File: src/hw/rtl/dfd_ram.sv
// ============================================================================
// dfd_ram: generic simple dual-port RAM
// One write port and one read port, read data registered.
// ============================================================================
module dfd_ram #(
    parameter  int WIDTH  = 8,
    parameter  int DEPTH  = 16,
    localparam int ADDR_W = (DEPTH > 1) ? $clog2(DEPTH) : 1
) (
    input  logic              clk,
    input  logic              wr_en,
    input  logic [ADDR_W-1:0] wr_addr,
    input  logic [WIDTH-1:0]  wr_data,
    input  logic [ADDR_W-1:0] rd_addr,
    output logic [WIDTH-1:0]  rd_data
);

    logic [WIDTH-1:0] mem [DEPTH];
    logic [WIDTH-1:0] rd_data_reg;

    always_ff @(posedge clk)
    begin
        if (wr_en)
        begin
            mem[wr_addr] <= wr_data;
        end
        rd_data_reg <= mem[rd_addr];
    end

    assign rd_data = rd_data_reg;

endmodule

File: config.mk
export PLATFORM = sky130hd
export DESIGN_NAME = dfd_ram
export DESIGN_NICKNAME = d
export VERILOG_FILES = /design/src/hw/rtl/dfd_ram.sv
export SDC_FILE = /design/constraint.sdc
export NUM_CORES = 1
export LEC_CHECK = 0
export BUFFER_PORTS_ARGS = -buffer_cell sky130_fd_sc_hd__buf_2
export CORE_MARGIN = 1.5
export CORE_UTILIZATION = 30
export DETAILED_ROUTE_END_ITERATION = 8
export HOLD_SLACK_MARGIN = 0.12
export MAX_ROUTING_LAYER = met4
export SLEW_MARGIN = 10
export SYNTH_ARGS = -nofsm -noshare
export SYNTH_HDL_FRONTEND = slang
export SYNTH_SLANG_ARGS = --single-unit
File: constraint.sdc
create_clock -name clk -period 2.15 [get_ports clk]
set_input_delay 0.43 -clock clk [delete_from_list [all_inputs] [get_ports clk]]
set_output_delay 0.43 -clock clk [all_outputs]
set_load 0.02 [all_outputs]
==> flow_summary.toml <==
[status]
status = "complete, no violations"

[placement]
dpl_cell_area_um2 = 5670
place_congestion = 0.761
io_buffer_count = 25
hpwl_um = 6600

[floorplan]
row_count = 47
die_area_um2 = 18000
core_area_um2 = 16700
die_x_um = 134
ios = 26
die_h_um = 134
start_util_pct = 30.8

[synth]
yosysWarnings = 0
ys_types = 19
yosysMostFrequentCell = "edfxtp_1"
yosysSeqAreaShare_pct = 77.8
yosys.area.top_type_share_pct = 74.7
synth_fp_nets = 247
ys.flop_type = "edfxtp_1"
avgSynthCellArea_um2 = 22.5
synth_commonest_cells = "128 x edfxtp_1, 18 x mux4_2, 16 x a22oi_1"
ys_async_sr_fraction_pct = 0
syn_inst = 229
netlist_area_um2 = 5150
yosysTopAreaCell = "edfxtp_1"
synth-edff-count = 128
ys_ff_latch = 136
yosys-top-cells-area = "edfxtp_1 75%, mux4_2 7.9%, mux4_1 7.1%"

[cells_and_area]
utilization_pct = 37.6
drive_gt1_share_pct = 30.4
design_area_um2 = 6290
layout.nets = 304
n_antenna_cell = 0
area_growth_pct = 22.1
largest_reg_flops = 128

[global_route]
grt_pass1_wl_um = 15500
grt-ovfl-total = 0
grt_util_all_layers_pct = 12.6
antenna_found_initial = 0
grt_max_degree = 33
grt_pass1_vias = 2534

[detailed_routing]
viasPerCell = 4.74
drcViolationCount = 0
drt_iter0_drc = 349
wire_per_inst_um = 19.3
via_count = 2460
drt_pass1_iterations = 5
postRouteAntennaNets = 0
wirelength_um = 9990

[sta]
whs_ns = 0.410
fmax_mhz = 693
tightest_slew_ns = 0.407
finClkSkew_ns = 0.00454
max_slew_margin_pct = 72.8
slew_viol_final = 0
rsz0062_at_grt = "false"
min_period_over_period_pct = 67.1
hold_viol = 0
layout_min_cycle_time_ns = 1.44
fin_tns_setup_ns = 0
finalSetupViolations = 0

[clocking]
ctsHoldBuffers = 0
insertion_delay_ns = 0.42
cts_tree = "yes"
cts_root_buf = "clkbuf_16"
cts_setup_buffers = 0
cts_buffers = 17
clock_path_buffers = 2
cts.sinks = 136
clk_pin_slew_worst_paths_ns = 0.05
cts_max_level = 4
cts_resized = 0

[power_and_ir_drop]
power_mw = 6.29
static-leakage-power_nw = 2.13
power.density_nw_per_um2 = 1000
vdd_drop_max_v = 0.000578

[setup_path]
cp_data_required_time_ns = 2.45
crit_arrival_ns = 1.74
crit_type = "input pin to flip-flop"
critPathMaxFanout = 13
crit_path_end_kind = "flip-flop"
cp-start-kind = "input pin"

[flow_run]
drv_cap = 0

[hold_path]
min_path_type = "input pin to flip-flop"
placed cells by master (no fill, tap or decap), types with 2 or more instances in the layout:
cell type	synthesis	layout
nand3b_1	2	2
nor2_1	13	13
nor3_1	4	4
bufinv_16	0	5
nand2_1	9	9
dfxtp_1	8	8
nand2b_1	2	2
clkinv_2	0	2
clkbuf_16	0	17
clkinv_1	0	6
mux4_2	18	18
buf_4	1	20
buf_2	3	25
a22oi_1	16	16
buf_12	0	3
mux4_1	14	14
clkbuf_1	0	2
edfxtp_1	128	128
metal layers:
| metal | vias up | track usage (%) | wire length, µm |
|---|---|---|---|
| met3 | 13 | 4.12 | 507 |
| met5 | - | - | 0 |
| li1 | 1089 | - | - |
| met2 | 77 | 18.0 | 4740 |
| met4 | 0 | 4.89 | 119 |
| met1 | 1281 | 16.7 | 4620 |
critical path, stage by stage:
cell     delay, ns
buf_2         0.15
buf_12        0.18
mux4_1        0.55
a22oi_1       0.34
nand2_1       0.08
cell families after synthesis:
family | synth area share, %
buffers and inverters | 1.68
AOI/OAI and AO/OA | 2.33
muxes | 15.0
DFF | 77.8
and+or+nand+nor | 3.18
through the flow:
step	setup WS (ns)	instances
floorplan	0.227	229
global placement	0.285	487
detailed placement	0.283	487
CTS	0.726	519
global route	0.644	519
finish	0.707	519
power breakdown:
part	switching, mW	internal [mW]
sequential	0.0174	2.97
clock	0.978	2.02
combinational	0.177	0.126
path summary, 6_finish.rpt:
check	from	slack, ns	to	depth (start not counted)
worst max-delay path	rd_addr[0]	0.71	rd_data[1]	5
worst min-delay path	wr_data[4]	0.41	mem[6][4]	1
worst max register to register	mem[5][1]	0.77	rd_data[1]	3
worst min register to register	mem[8][1]	0.68	rd_data[1]	3
cell type report:
cell class,count,area [µm²]
Clock inverter,13,183
Tap cell,220,275
Sequential cell,136,4000
Clock buffer,19,433
Timing Repair Buffer,48,335
Multi-Input combinational cell,83,1060
Fill cell,1525,10400
No activity file was read; power rests on OpenSTA's default activity.
