===== src/hw/rtl/dfd_pkg.sv =====
// ============================================================================
// dfd_pkg: shared definitions for the diagnostic id flood detector
// Field widths, band limits, register indexes, sequencer states and the
// alert record that travels from the sequencer to the output register.
// ============================================================================
package dfd_pkg;

    // Default sizing of the per-id stamp rings.
    localparam int ID_COUNT_DEF   = 256;
    localparam int RING_DEPTH_DEF = 16;
    localparam int STAMP_BITS_DEF = 48;

    // Fixed field widths of the stream payloads.
    localparam int FRAME_ID_W  = 29;
    localparam int STAMP_W     = 48;
    localparam int ALERT_ID_W  = 11;
    localparam int HITS_W      = 5;
    localparam int IN_DATA_W   = 80;
    localparam int OUT_DATA_W  = 64;

    // Configuration registers.
    localparam int WINDOW_W       = 32;
    localparam int MAX_HITS_W     = 4;
    localparam int CFG_INDEX_BITS = 1;
    localparam int CFG_DATA_W     = 32;

    localparam logic [WINDOW_W-1:0]   WINDOW_RESET   = 32'd1000000;
    localparam logic [MAX_HITS_W-1:0] MAX_HITS_RESET = 4'd10;

    // Diagnostic id band.
    localparam logic [ALERT_ID_W-1:0] BAND_LOW  = 11'h700;
    localparam logic [ALERT_ID_W-1:0] BAND_HIGH = 11'h7FF;

    typedef enum logic [CFG_INDEX_BITS-1:0] {
        REG_WINDOW_LENGTH = 1'b0,
        REG_MAX_HITS      = 1'b1
    } cfg_index_t;

    typedef enum logic [1:0] {
        ST_IDLE   = 2'd0,
        ST_LOAD   = 2'd1,
        ST_CHECK  = 2'd2,
        ST_APPEND = 2'd3
    } seq_state_t;

    typedef struct packed {
        logic                  valid;
        logic [ALERT_ID_W-1:0] id;
        logic [STAMP_W-1:0]    stamp;
        logic [HITS_W-1:0]     hits;
    } alert_t;

endpackage


===== src/hw/rtl/dfd_ctrl.sv =====
// ============================================================================
// dfd_ctrl: per-frame sequencer of the flood detector
// Filters frames, reads the ring state of the id, pops expired stamps one
// per cycle from the stamp memory, then appends the new stamp and raises any alert.
// ============================================================================
module dfd_ctrl #(
    parameter  int ID_COUNT   = 256,
    parameter  int RING_DEPTH = 16,
    parameter  int STAMP_BITS = 48,
    localparam int SLOT_BITS  = (ID_COUNT > 1) ? $clog2(ID_COUNT) : 1,
    localparam int HEAD_BITS  = $clog2(RING_DEPTH),
    localparam int CNT_BITS   = $clog2(RING_DEPTH + 1),
    localparam int META_BITS  = HEAD_BITS + CNT_BITS,
    localparam int ADDR_BITS  = $clog2(ID_COUNT * RING_DEPTH)
) (
    input  logic                                 clk,
    input  logic                                 rst_n,
    input  logic                                 in_valid,
    output logic                                 in_ready,
    input  logic [dfd_pkg::FRAME_ID_W-1:0]       frame_id,
    input  logic [dfd_pkg::STAMP_W-1:0]          stamp_us,
    input  logic                                 frame_error,
    input  logic [dfd_pkg::WINDOW_W-1:0]         window_len,
    input  logic [dfd_pkg::MAX_HITS_W-1:0]       max_hits,
    input  logic                                 out_free,
    output dfd_pkg::alert_t                      alert,
    output logic [SLOT_BITS-1:0]                 meta_rd_addr,
    input  logic [META_BITS-1:0]                 meta_rd_data,
    output logic                                 meta_wr_en,
    output logic [SLOT_BITS-1:0]                 meta_wr_addr,
    output logic [META_BITS-1:0]                 meta_wr_data,
    output logic [ADDR_BITS-1:0]                 stamp_rd_addr,
    input  logic [STAMP_BITS-1:0]                stamp_rd_data,
    output logic                                 stamp_wr_en,
    output logic [ADDR_BITS-1:0]                 stamp_wr_addr,
    output logic [STAMP_BITS-1:0]                stamp_wr_data
);

    import dfd_pkg::*;

    localparam int SUM_BITS = CNT_BITS + 1;

    seq_state_t             state_reg, state_next;
    logic [ID_COUNT-1:0]    valid_reg, valid_next;
    logic [SLOT_BITS-1:0]   slot_reg, slot_next;
    logic [ADDR_BITS-1:0]   base_reg, base_next;
    logic [STAMP_BITS-1:0]  ts_reg, ts_next;
    logic [STAMP_BITS-1:0]  cutoff_reg, cutoff_next;
    logic                   hv_reg, hv_next;
    logic [HEAD_BITS-1:0]   head_reg, head_next;
    logic [CNT_BITS-1:0]    cnt_reg, cnt_next;
    logic [HEAD_BITS-1:0]   ptr_reg, ptr_next;

    logic                   band_hit;
    logic [SLOT_BITS-1:0]   slot_in;
    logic [STAMP_BITS-1:0]  ts_in;
    logic [STAMP_BITS-1:0]  win_ext;
    logic [HEAD_BITS-1:0]   head_rd;
    logic [CNT_BITS-1:0]    cnt_rd;
    logic [SUM_BITS-1:0]    oldest_sum;
    logic [HEAD_BITS-1:0]   oldest;
    logic [HEAD_BITS-1:0]   ptr_inc;
    logic [HEAD_BITS-1:0]   head_inc;
    logic [CNT_BITS-1:0]    cnt_inc;
    logic                   alert_hit;

    // Band check: no frame error, id in 0x700..0x7FF, offset below the id count.
    assign band_hit = !frame_error
                   && (frame_id[FRAME_ID_W-1:ALERT_ID_W] == '0)
                   && (frame_id[ALERT_ID_W-1:8] == BAND_LOW[ALERT_ID_W-1:8])
                   && (9'(frame_id[7:0]) < 9'(ID_COUNT));
    assign slot_in  = SLOT_BITS'(frame_id[7:0]);
    assign ts_in    = STAMP_BITS'(stamp_us);
    assign win_ext  = STAMP_BITS'(window_len);

    // Ring state of an id never written since reset reads as empty.
    assign head_rd = hv_reg ? meta_rd_data[META_BITS-1:CNT_BITS] : '0;
    assign cnt_rd  = hv_reg ? meta_rd_data[CNT_BITS-1:0] : '0;

    always_comb
    begin
        oldest_sum = SUM_BITS'(head_rd) + SUM_BITS'(RING_DEPTH) - SUM_BITS'(cnt_rd);
        if (oldest_sum >= SUM_BITS'(RING_DEPTH))
        begin
            oldest_sum = oldest_sum - SUM_BITS'(RING_DEPTH);
        end
        oldest = HEAD_BITS'(oldest_sum);
    end

    assign ptr_inc  = (ptr_reg == HEAD_BITS'(RING_DEPTH - 1)) ? '0 : ptr_reg + 1'b1;
    assign head_inc = (head_reg == HEAD_BITS'(RING_DEPTH - 1)) ? '0 : head_reg + 1'b1;
    assign cnt_inc  = (cnt_reg == CNT_BITS'(RING_DEPTH)) ? cnt_reg : cnt_reg + 1'b1;
    assign alert_hit = 16'(cnt_inc) > 16'(max_hits);

    always_ff @(posedge clk or negedge rst_n)
    begin
        if (!rst_n)
        begin
            state_reg <= ST_IDLE;
            valid_reg <= '0;
        end
        else
        begin
            state_reg <= state_next;
            valid_reg <= valid_next;
        end
    end

    always_ff @(posedge clk)
    begin
        slot_reg   <= slot_next;
        base_reg   <= base_next;
        ts_reg     <= ts_next;
        cutoff_reg <= cutoff_next;
        hv_reg     <= hv_next;
        head_reg   <= head_next;
        cnt_reg    <= cnt_next;
        ptr_reg    <= ptr_next;
    end

    always_comb
    begin
        state_next    = state_reg;
        valid_next    = valid_reg;
        slot_next     = slot_reg;
        base_next     = base_reg;
        ts_next       = ts_reg;
        cutoff_next   = cutoff_reg;
        hv_next       = hv_reg;
        head_next     = head_reg;
        cnt_next      = cnt_reg;
        ptr_next      = ptr_reg;
        in_ready      = 1'b0;
        meta_rd_addr  = slot_in;
        meta_wr_en    = 1'b0;
        meta_wr_addr  = slot_reg;
        meta_wr_data  = {head_inc, cnt_inc};
        stamp_rd_addr = base_reg + ADDR_BITS'(ptr_inc);
        stamp_wr_en   = 1'b0;
        stamp_wr_addr = base_reg + ADDR_BITS'(head_reg);
        stamp_wr_data = ts_reg;
        alert.valid   = 1'b0;
        alert.id      = {BAND_LOW[ALERT_ID_W-1:8], 8'(slot_reg)};
        alert.stamp   = STAMP_W'(ts_reg);
        alert.hits    = HITS_W'(cnt_inc);

        case (state_reg)
            ST_IDLE:
            begin
                in_ready = 1'b1;
                if (in_valid && band_hit)
                begin
                    slot_next   = slot_in;
                    base_next   = ADDR_BITS'(slot_in) * ADDR_BITS'(RING_DEPTH);
                    ts_next     = ts_in;
                    cutoff_next = (ts_in > win_ext) ? ts_in - win_ext : '0;
                    hv_next     = valid_reg[slot_in];
                    state_next  = ST_LOAD;
                end
            end
            ST_LOAD:
            begin
                head_next     = head_rd;
                cnt_next      = cnt_rd;
                ptr_next      = oldest;
                stamp_rd_addr = base_reg + ADDR_BITS'(oldest);
                state_next    = (cnt_rd == '0) ? ST_APPEND : ST_CHECK;
            end
            ST_CHECK:
            begin
                if (stamp_rd_data < cutoff_reg)
                begin
                    cnt_next   = cnt_reg - 1'b1;
                    ptr_next   = ptr_inc;
                    state_next = (cnt_reg == CNT_BITS'(1)) ? ST_APPEND : ST_CHECK;
                end
                else
                begin
                    state_next = ST_APPEND;
                end
            end
            ST_APPEND:
            begin
                if (!alert_hit || out_free)
                begin
                    stamp_wr_en          = 1'b1;
                    meta_wr_en           = 1'b1;
                    valid_next[slot_reg] = 1'b1;
                    alert.valid          = alert_hit;
                    state_next           = ST_IDLE;
                end
            end
            default:
            begin
                state_next = ST_IDLE;
            end
        endcase
    end

endmodule


===== config.mk =====
export PLATFORM = sky130hd
export DESIGN_NAME = dfd_ctrl
export DESIGN_NICKNAME = d
export VERILOG_FILES = /design/src/hw/rtl/dfd_pkg.sv /design/src/hw/rtl/dfd_ctrl.sv
export SDC_FILE = /design/constraint.sdc
export NUM_CORES = 1
export LEC_CHECK = 0
export BUFFER_PORTS_ARGS = -buffer_cell sky130_fd_sc_hd__buf_2
export CORE_MARGIN = 2
export CORE_UTILIZATION = 30
export CTS_CLUSTER_DIAMETER = 50
export DETAILED_ROUTE_END_ITERATION = 7
export PLACE_DENSITY = 0.59
export SLEW_MARGIN = 20
export SYNTH_ARGS = -nofsm -noshare
export SYNTH_HDL_FRONTEND = slang
export SYNTH_SLANG_ARGS = --single-unit

===== constraint.sdc =====
create_clock -name clk -period 16.3 [get_ports clk]
set_input_delay 1.63 -clock clk [delete_from_list [all_inputs] [get_ports clk]]
set_output_delay 1.63 -clock clk [all_outputs]
set_load 0.05 [all_outputs]

==> results of run 1 <==
==> cell usage in the layout (no fill, tap or decap), types with 5 or more instances in the layout <==
| cell | count |
|---|---|
| a211oi_1 | 6 |
| a21o_1 | 25 |
| a21oi_1 | 66 |
| a31oi_1 | 5 |
| buf_2 | 334 |
| buf_4 | 9 |
| bufinv_16 | 6 |
| clkbuf_1 | 5 |
| clkbuf_16 | 47 |
| clkbuf_8 | 5 |
| clkinv_4 | 5 |
| dfrtp_1 | 258 |
| edfxtp_1 | 118 |
| ha_1 | 96 |
| inv_1 | 113 |
| mux4_2 | 85 |
| nand2_1 | 90 |
| nand2b_1 | 8 |
| nand3_1 | 23 |
| nand4_1 | 24 |
| nor2_1 | 75 |
| nor2b_1 | 13 |
| nor3_1 | 17 |
| nor4_1 | 12 |
| o211ai_1 | 5 |
| o21ai_0 | 42 |
| o21bai_1 | 265 |
| o31ai_1 | 6 |
| or3_1 | 8 |
| or4_1 | 5 |
| xnor2_1 | 26 |
| xor2_1 | 22 |
==> worst min path at each step <==
stage	from	endpoint	slack, ns	cells past startpoint
after floorplan	valid_reg[102]	valid_reg[102]	0.44	1
after global placement	valid_reg[35]	valid_reg[35]	0.45	1
after detailed placement	valid_reg[210]	valid_reg[210]	0.46	1
after CTS	valid_reg[242]	valid_reg[242]	0.47	1
after global routing	valid_reg[23]	valid_reg[23]	0.48	1
final	valid_reg[214]	valid_reg[214]	0.46	1
==> cell families after synthesis <==
kind of cell             share of synthesized area (%)
other                                           0.0191
XOR/XNOR                                          2.14
multiplexers                                      10.1
buffers and inverters                             7.21
AO/OA/AOI/OAI                                     16.0
AND/OR/NAND/NOR                                   7.39
adder cells (fa/ha/maj)                           6.31
flip-flops                                        50.8
==> per-layer routing <==
metal,GRT usage (%),vias up
met1,22.1,7108
met2,27.1,534
met4,5.11,0
li1,-,6347
met3,2.82,90
met5,0,-
==> final cells by class <==
type                    instances  area, um^2  area share (%)
flip-flops and latches        376       10000            43.1
clock inverters                27         410            1.77
well taps                     855        1070            4.61
inverters                     113         424            1.83
multi-input cells             990        8280            35.7
clock buffers                  58        1270            5.48
repair buffers                344        1750            7.56
==> critical path: cells and delay by family <==
family          cells  cell delay [ns]
simple gates        2             0.21
compound gates      4             1.17
buf+inv             3             0.52
fa+ha+maj           1             0.29
==> stage by stage <==
stage          setup slack [ns]  instances  hold slack [ns]
6_report                  10.84       2763            0.465
4_1_cts                   10.78       2763            0.471
5_1_grt                   10.62       2763            0.478
3_5_place_dp              10.78       2678            0.456
3_3_place_gp              10.76       2678            0.452
2_1_floorplan              8.90       1645            0.438
==> where the power goes <==
group	switching [mW]	total [mW]	leakage, nW	internal, mW
clock network	0.443	1.11	0.813	0.663
logic	0.364	0.533	4.97	0.169
registers	0.0300	1.06	4.66	1.03
total	0.836	2.69	10.4	1.86
==> results_dict.tcl, run 1 <==
set metrics [dict create \
    endpoint_kind "output pin" \
    cts_sinks 376 \
    finalSetupTns_ns 0 \
    start_util_pct 30.5 \
    synth_edf_count 118 \
    io_pins 340 \
    p_leak_nw 10.4 \
    viasPerCell 5.10 \
    cts_buffers 47 \
    reg2reg_depth 14 \
    grt_pass1_wl_um 86500 \
    crit_slowest_cell "a21boi_1" \
    slew-limit-headroom_pct 20.7 \
    period_share_pct 33.5 \
    synthTopCellsByCount "o21bai_1, dfrtp_1, edfxtp_1" \
    synth_top_area_share_pct 32.8 \
    syn_avg_cell_area_um2 12.0 \
    r2r-end "valid_reg[204]" \
    ys_warn_count 0 \
    hpwl_um 38700 \
    fin_nets 2145 \
    diodes 0 \
    status "finished, final reports clean" \
    final_area_mm2 0.0232 \
    r2r_setup_slack_ns 11.63 \
    powerDensity_mw_per_mm2 116 \
    gr-total-overflow 0 \
    wl_per_cell_um 20.2 \
    cts_root_buf "clkbuf_16" \
    fp-row-count 93 \
    criticalPathCategory "input pin to output pin" \
    rsz0062_at_grt "no" \
    synth.most_common_cell "o21bai_1" \
    critical_path_arrival_ns 3.83 \
    setup_violations 0 \
    crit_fanout 6 \
    final_core_util_pct 35.9 \
    vias 14079 \
    yosys.area.top_type "dfrtp_1" \
    h-tree-depth 2 \
    maxCapViolCount 0 \
    cts-hold-fix-buffers 0 \
    largest_reg_flops 256 \
    portBuffers 336 \
    min_path_type "flip-flop to flip-flop" \
    postPlaceCellArea_mm2 0.0215 \
    placeableCoreArea_mm2 0.0646 \
    top_layer_used "met4" \
    met2_wirelength_um 26300 \
    synthArstFlopShare_pct 68.6 \
    drive_gt1_share_pct 27.4 \
    setup.worst_path.start_class "input pin" \
    max_stage_delay_ns 0.70 \
    timing.rr.start "cnt_reg[0]" \
    grt_pass1_vias 14407 \
    gp_congestion 0.881 \
    grt_max_degree 131 \
    clk_path_buf_depth 3 \
    synth_cell_type_count 65 \
    gr-usage-all-layers_pct 16.5 \
    synth_top_cells_by_area "dfrtp_1, edfxtp_1, o21bai_1, mux4_2, ha_1" \
    dr.pass1.iters 5 \
    drc 0 \
    met1_length_um 24600 \
    tightestPinTransition_ns 1.19 \
    min_period_ns 5.46 \
    die_w_um 260 \
    seq_area_frac_synth_pct 50.8 \
    cts_tree "done" \
    synth_ff_type "dfrtp_1" \
    cp_common_cell "buf_2" \
    syn_to_final_growth_pct 18.0 \
    finalHoldViolations 0 \
    path_cells "buf_2 -> inv_1 -> ha_1 -> nor2b_1 -> o21ai_0 -> nand2b_1 -> a21oi_1 -> o21bai_1 -> a21boi_1 -> buf_2" \
    syn_area_mm2 0.0197 \
    drv_slew 0 \
    post_cts_buffers 0 \
    die-area_mm2 0.0676 \
    routed-wl-met3_um 3530 \
    startpoint "max_hits[1]" \
    clk_pin_slew_ns 0.06 \
    skew_ns 0.0788 \
    ir_worst_vdd_uv 65.7 \
    p_total_mw 2.69 \
    crit_end "stamp_wr_en" \
    drt_iter0_markers 828 \
    fillers 6340 \
    required_ns 14.67 \
    cts_resized 0 \
    totalWireLength_um 55900 \
    clk_latency_ns 0.62 \
    netlist_instances 1643 \
    antenna_found_initial 1 \
    max_clock_freq_mhz 183 \
    die_h_um 260 \
    synth_seq_cells 376 \
    ant_nets 0 \
]
(Power assumes the default switching activity.)
==> run 2: changes to the inputs <==
PLACE_DENSITY = 0.61   (was 0.59)
clock period = 4.59 ns   (was 16.3 ns; I/O delays follow)
==> run 2 against run 1 <==
Largest cell class unchanged. Clock skew is 0.023 ns lower. Critical path type is now flip-flop to output pin. First-iteration DRC count is 13% higher. Wire length is 4.6% higher. Largest power group is now sequential cells.
==> results_dict.tcl, run 2 (synthesized netlist as in run 1, its figures left out) <==
set metrics [dict create \
    cp_top_family "simple AND/OR/NAND/NOR gates" \
    tightestPinTransition_ns 1.01 \
    min_period_ns 3.79 \
    placeableCoreArea_mm2 0.0646 \
    dp_cells 2701 \
    timing.rr.start "cnt_reg[0]" \
    post_cts_buffers 0 \
    hpwl_um 41800 \
    start_util_pct 30.5 \
    drive_gt1_share_pct 27.8 \
    cts_sinks 376 \
    max_clock_freq_mhz 264 \
    p_leak_nw 10.5 \
    grt_max_degree 134 \
    crit_fanout 6 \
    largest_reg_flops 256 \
    p_clk_share_pct 39.3 \
    h-tree-depth 2 \
    period_share_pct 82.5 \
    cts_root_buf "clkbuf_16" \
    grt_pass1_vias 14259 \
    crit_end "alert[64]" \
    fin_nets 2168 \
    clk_pin_slew_ns 0.07 \
    cts_buffers 45 \
    max_stage_delay_ns 0.48 \
    ir_worst_vdd_uv 250 \
    wl_per_cell_um 21.0 \
    clk_latency_ns 0.61 \
    fin_ws_ns 0.801 \
    path_cells "inv_1 -> ha_1 -> nand2_1 -> nor3_1 -> xnor2_1 -> inv_1 -> ha_1 -> nor2b_1 -> o21ai_0 -> nand2b_1 -> a21oi_1 -> o21bai_1 -> nand2_1 -> nor2_1 -> buf_2" \
    antenna_found_initial 4 \
    powerDensity_mw_per_mm2 401 \
    cts_resized 0 \
    p_comb_share_pct 20.7 \
    skew_ns 0.0562 \
    vias 14200 \
    io_pins 340 \
    power.sequential.fraction_pct 40.1 \
    gr-total-overflow 0 \
    drc 0 \
    place_worst_setup_slack_ns 0.853 \
    setup_violations 0 \
    criticalPathCategory "flip-flop to output pin" \
    crit_buf_inv 3 \
    layout_commonest_cell "buf_2" \
    drv_slew 0 \
    cts_tree "done" \
    layout_common_cells "buf_2, o21bai_1, dfrtp_1" \
    viasPerCell 5.09 \
    gp_congestion 0.883 \
    finalSetupTns_ns 0 \
    p_int_mw 6.41 \
    required_ns 4.13 \
    p_sw_mw 2.96 \
    crit_slowest_cell "edfxtp_1" \
    fillers 6247 \
    cp.depth 15 \
    reg2reg_depth 18 \
    r2r-end "valid_reg[160]" \
    syn_to_final_growth_pct 18.9 \
    ant_nets 0 \
    dr.pass1.iters 7 \
    die_w_um 260 \
    setup.worst_path.start_class "flip-flop" \
    totalWireLength_um 58500 \
    fp-row-count 93 \
    portBuffers 336 \
    finalHoldViolations 0 \
    startpoint "cnt_reg[0]" \
    drt_iter0_markers 933 \
    die_h_um 260 \
    rsz0062_at_grt "no" \
    fin_cells 2789 \
    die-area_mm2 0.0676 \
    endpoint_kind "output pin" \
    maxCapViolCount 0 \
    min_path_type "input pin to flip-flop" \
    critical_path_arrival_ns 3.33 \
    gr-usage-all-layers_pct 17.0 \
    slew-limit-headroom_pct 31.9 \
    hold_slack_ns 0.0797 \
    grt_pass1_wl_um 87700 \
    r2r_setup_slack_ns 0.88 \
    clk_path_buf_depth 3 \
    status "finished, final reports clean" \
    switching_share_pct 31.6 \
]
-- run 2: changes by cell type in the layout (fill, tap and decap cells not counted), moves of 2 or more --
cell,change
bufinv_16,-3
clkbuf_1,+2
diode_2,+2
clkinvlp_4,-2
buf_4,+16
inv_4,+2
buf_12,+7
clkinv_1,+6
clkinv_4,-3
-- run 2: power by group through the flow --
| stage | sequential (mW) | combinational [mW] | clock, mW |
|---|---|---|---|
| after global placement | 3.81 | 1.91 | 0 |
| after detailed placement | 3.81 | 1.94 | 0 |
| after floorplan | 3.80 | 1.39 | 0 |
| after global routing | 3.77 | 2.12 | 3.91 |
| after CTS | 3.75 | 1.94 | 3.75 |
| final | 3.75 | 1.94 | 3.68 |
-- run 2: layout make-up --
class	count	area [um^2]	share of cell area, %
sequential	376	10000	42.8
multi-input combinational	990	8280	35.4
timing repair buffer	369	2050	8.78
clock buffer	59	1260	5.39
tap	855	1070	4.58
inverter	113	424	1.81
clock inverter	25	290	1.24
antenna	2	5.00	0.0214
-- run 2: timing repair --
action / in CTS / in global routing
endpoints found under the hold margin: 0 / 34
endpoints found under the setup margin: 0 / 0
hold buffers: 0 / 1
-- run 2: worst min-delay path by stage --
stage               cells after the start               end      startpoint
floorplan                               0      state_reg[0]           rst_n
global placement                        1     valid_reg[30]   valid_reg[30]
detailed placement                      1    valid_reg[242]  valid_reg[242]
CTS                                     1    valid_reg[120]           rst_n
global route                            1  stamp_wr_data[3]     stamp_us[3]
finish                                  1  stamp_wr_data[3]     stamp_us[3]
-- run 2: worst reg2reg max path, cell delays in order (launching register included) --
cell      delay, ns
edfxtp_1       0.48
inv_1          0.15
ha_1           0.16
nand2_1        0.07
nor3_1         0.18
xnor2_1        0.14
inv_1          0.08
ha_1           0.13
nor2b_1        0.04
o21ai_0        0.16
nand2b_1       0.07
a21oi_1        0.16
o21bai_1       0.14
a21boi_1       0.18
buf_4          0.18
nor3b_1        0.41
nand2_1        0.44
buf_4          0.32
o21bai_1       0.16
-- run 2: metal layers --
layer  vias to the layer above  GRT usage, %  part of all wire [%]
li1                       6391             -                     -
met1                      7100          21.9                    41
met2                       597          27.7                    47
met3                       112          4.02                   8.2
met4                         0          6.31                   3.6
met5                         -             0                     0
-- run 2: stage by stage --
| stage | utilization, % | power (mW) | cell area (um^2) |
|---|---|---|---|
| 3_5_place_dp | 33.7 | 5.75 | 21800 |
| 2_1_floorplan | - | 5.20 | 19700 |
| 5_1_grt | 36.2 | 9.80 | 23400 |
| 4_1_cts | 36.1 | 9.45 | 23300 |
| 6_report | 36.2 | 9.37 | 23400 |
| 3_3_place_gp | 33.7 | 5.72 | 21800 |
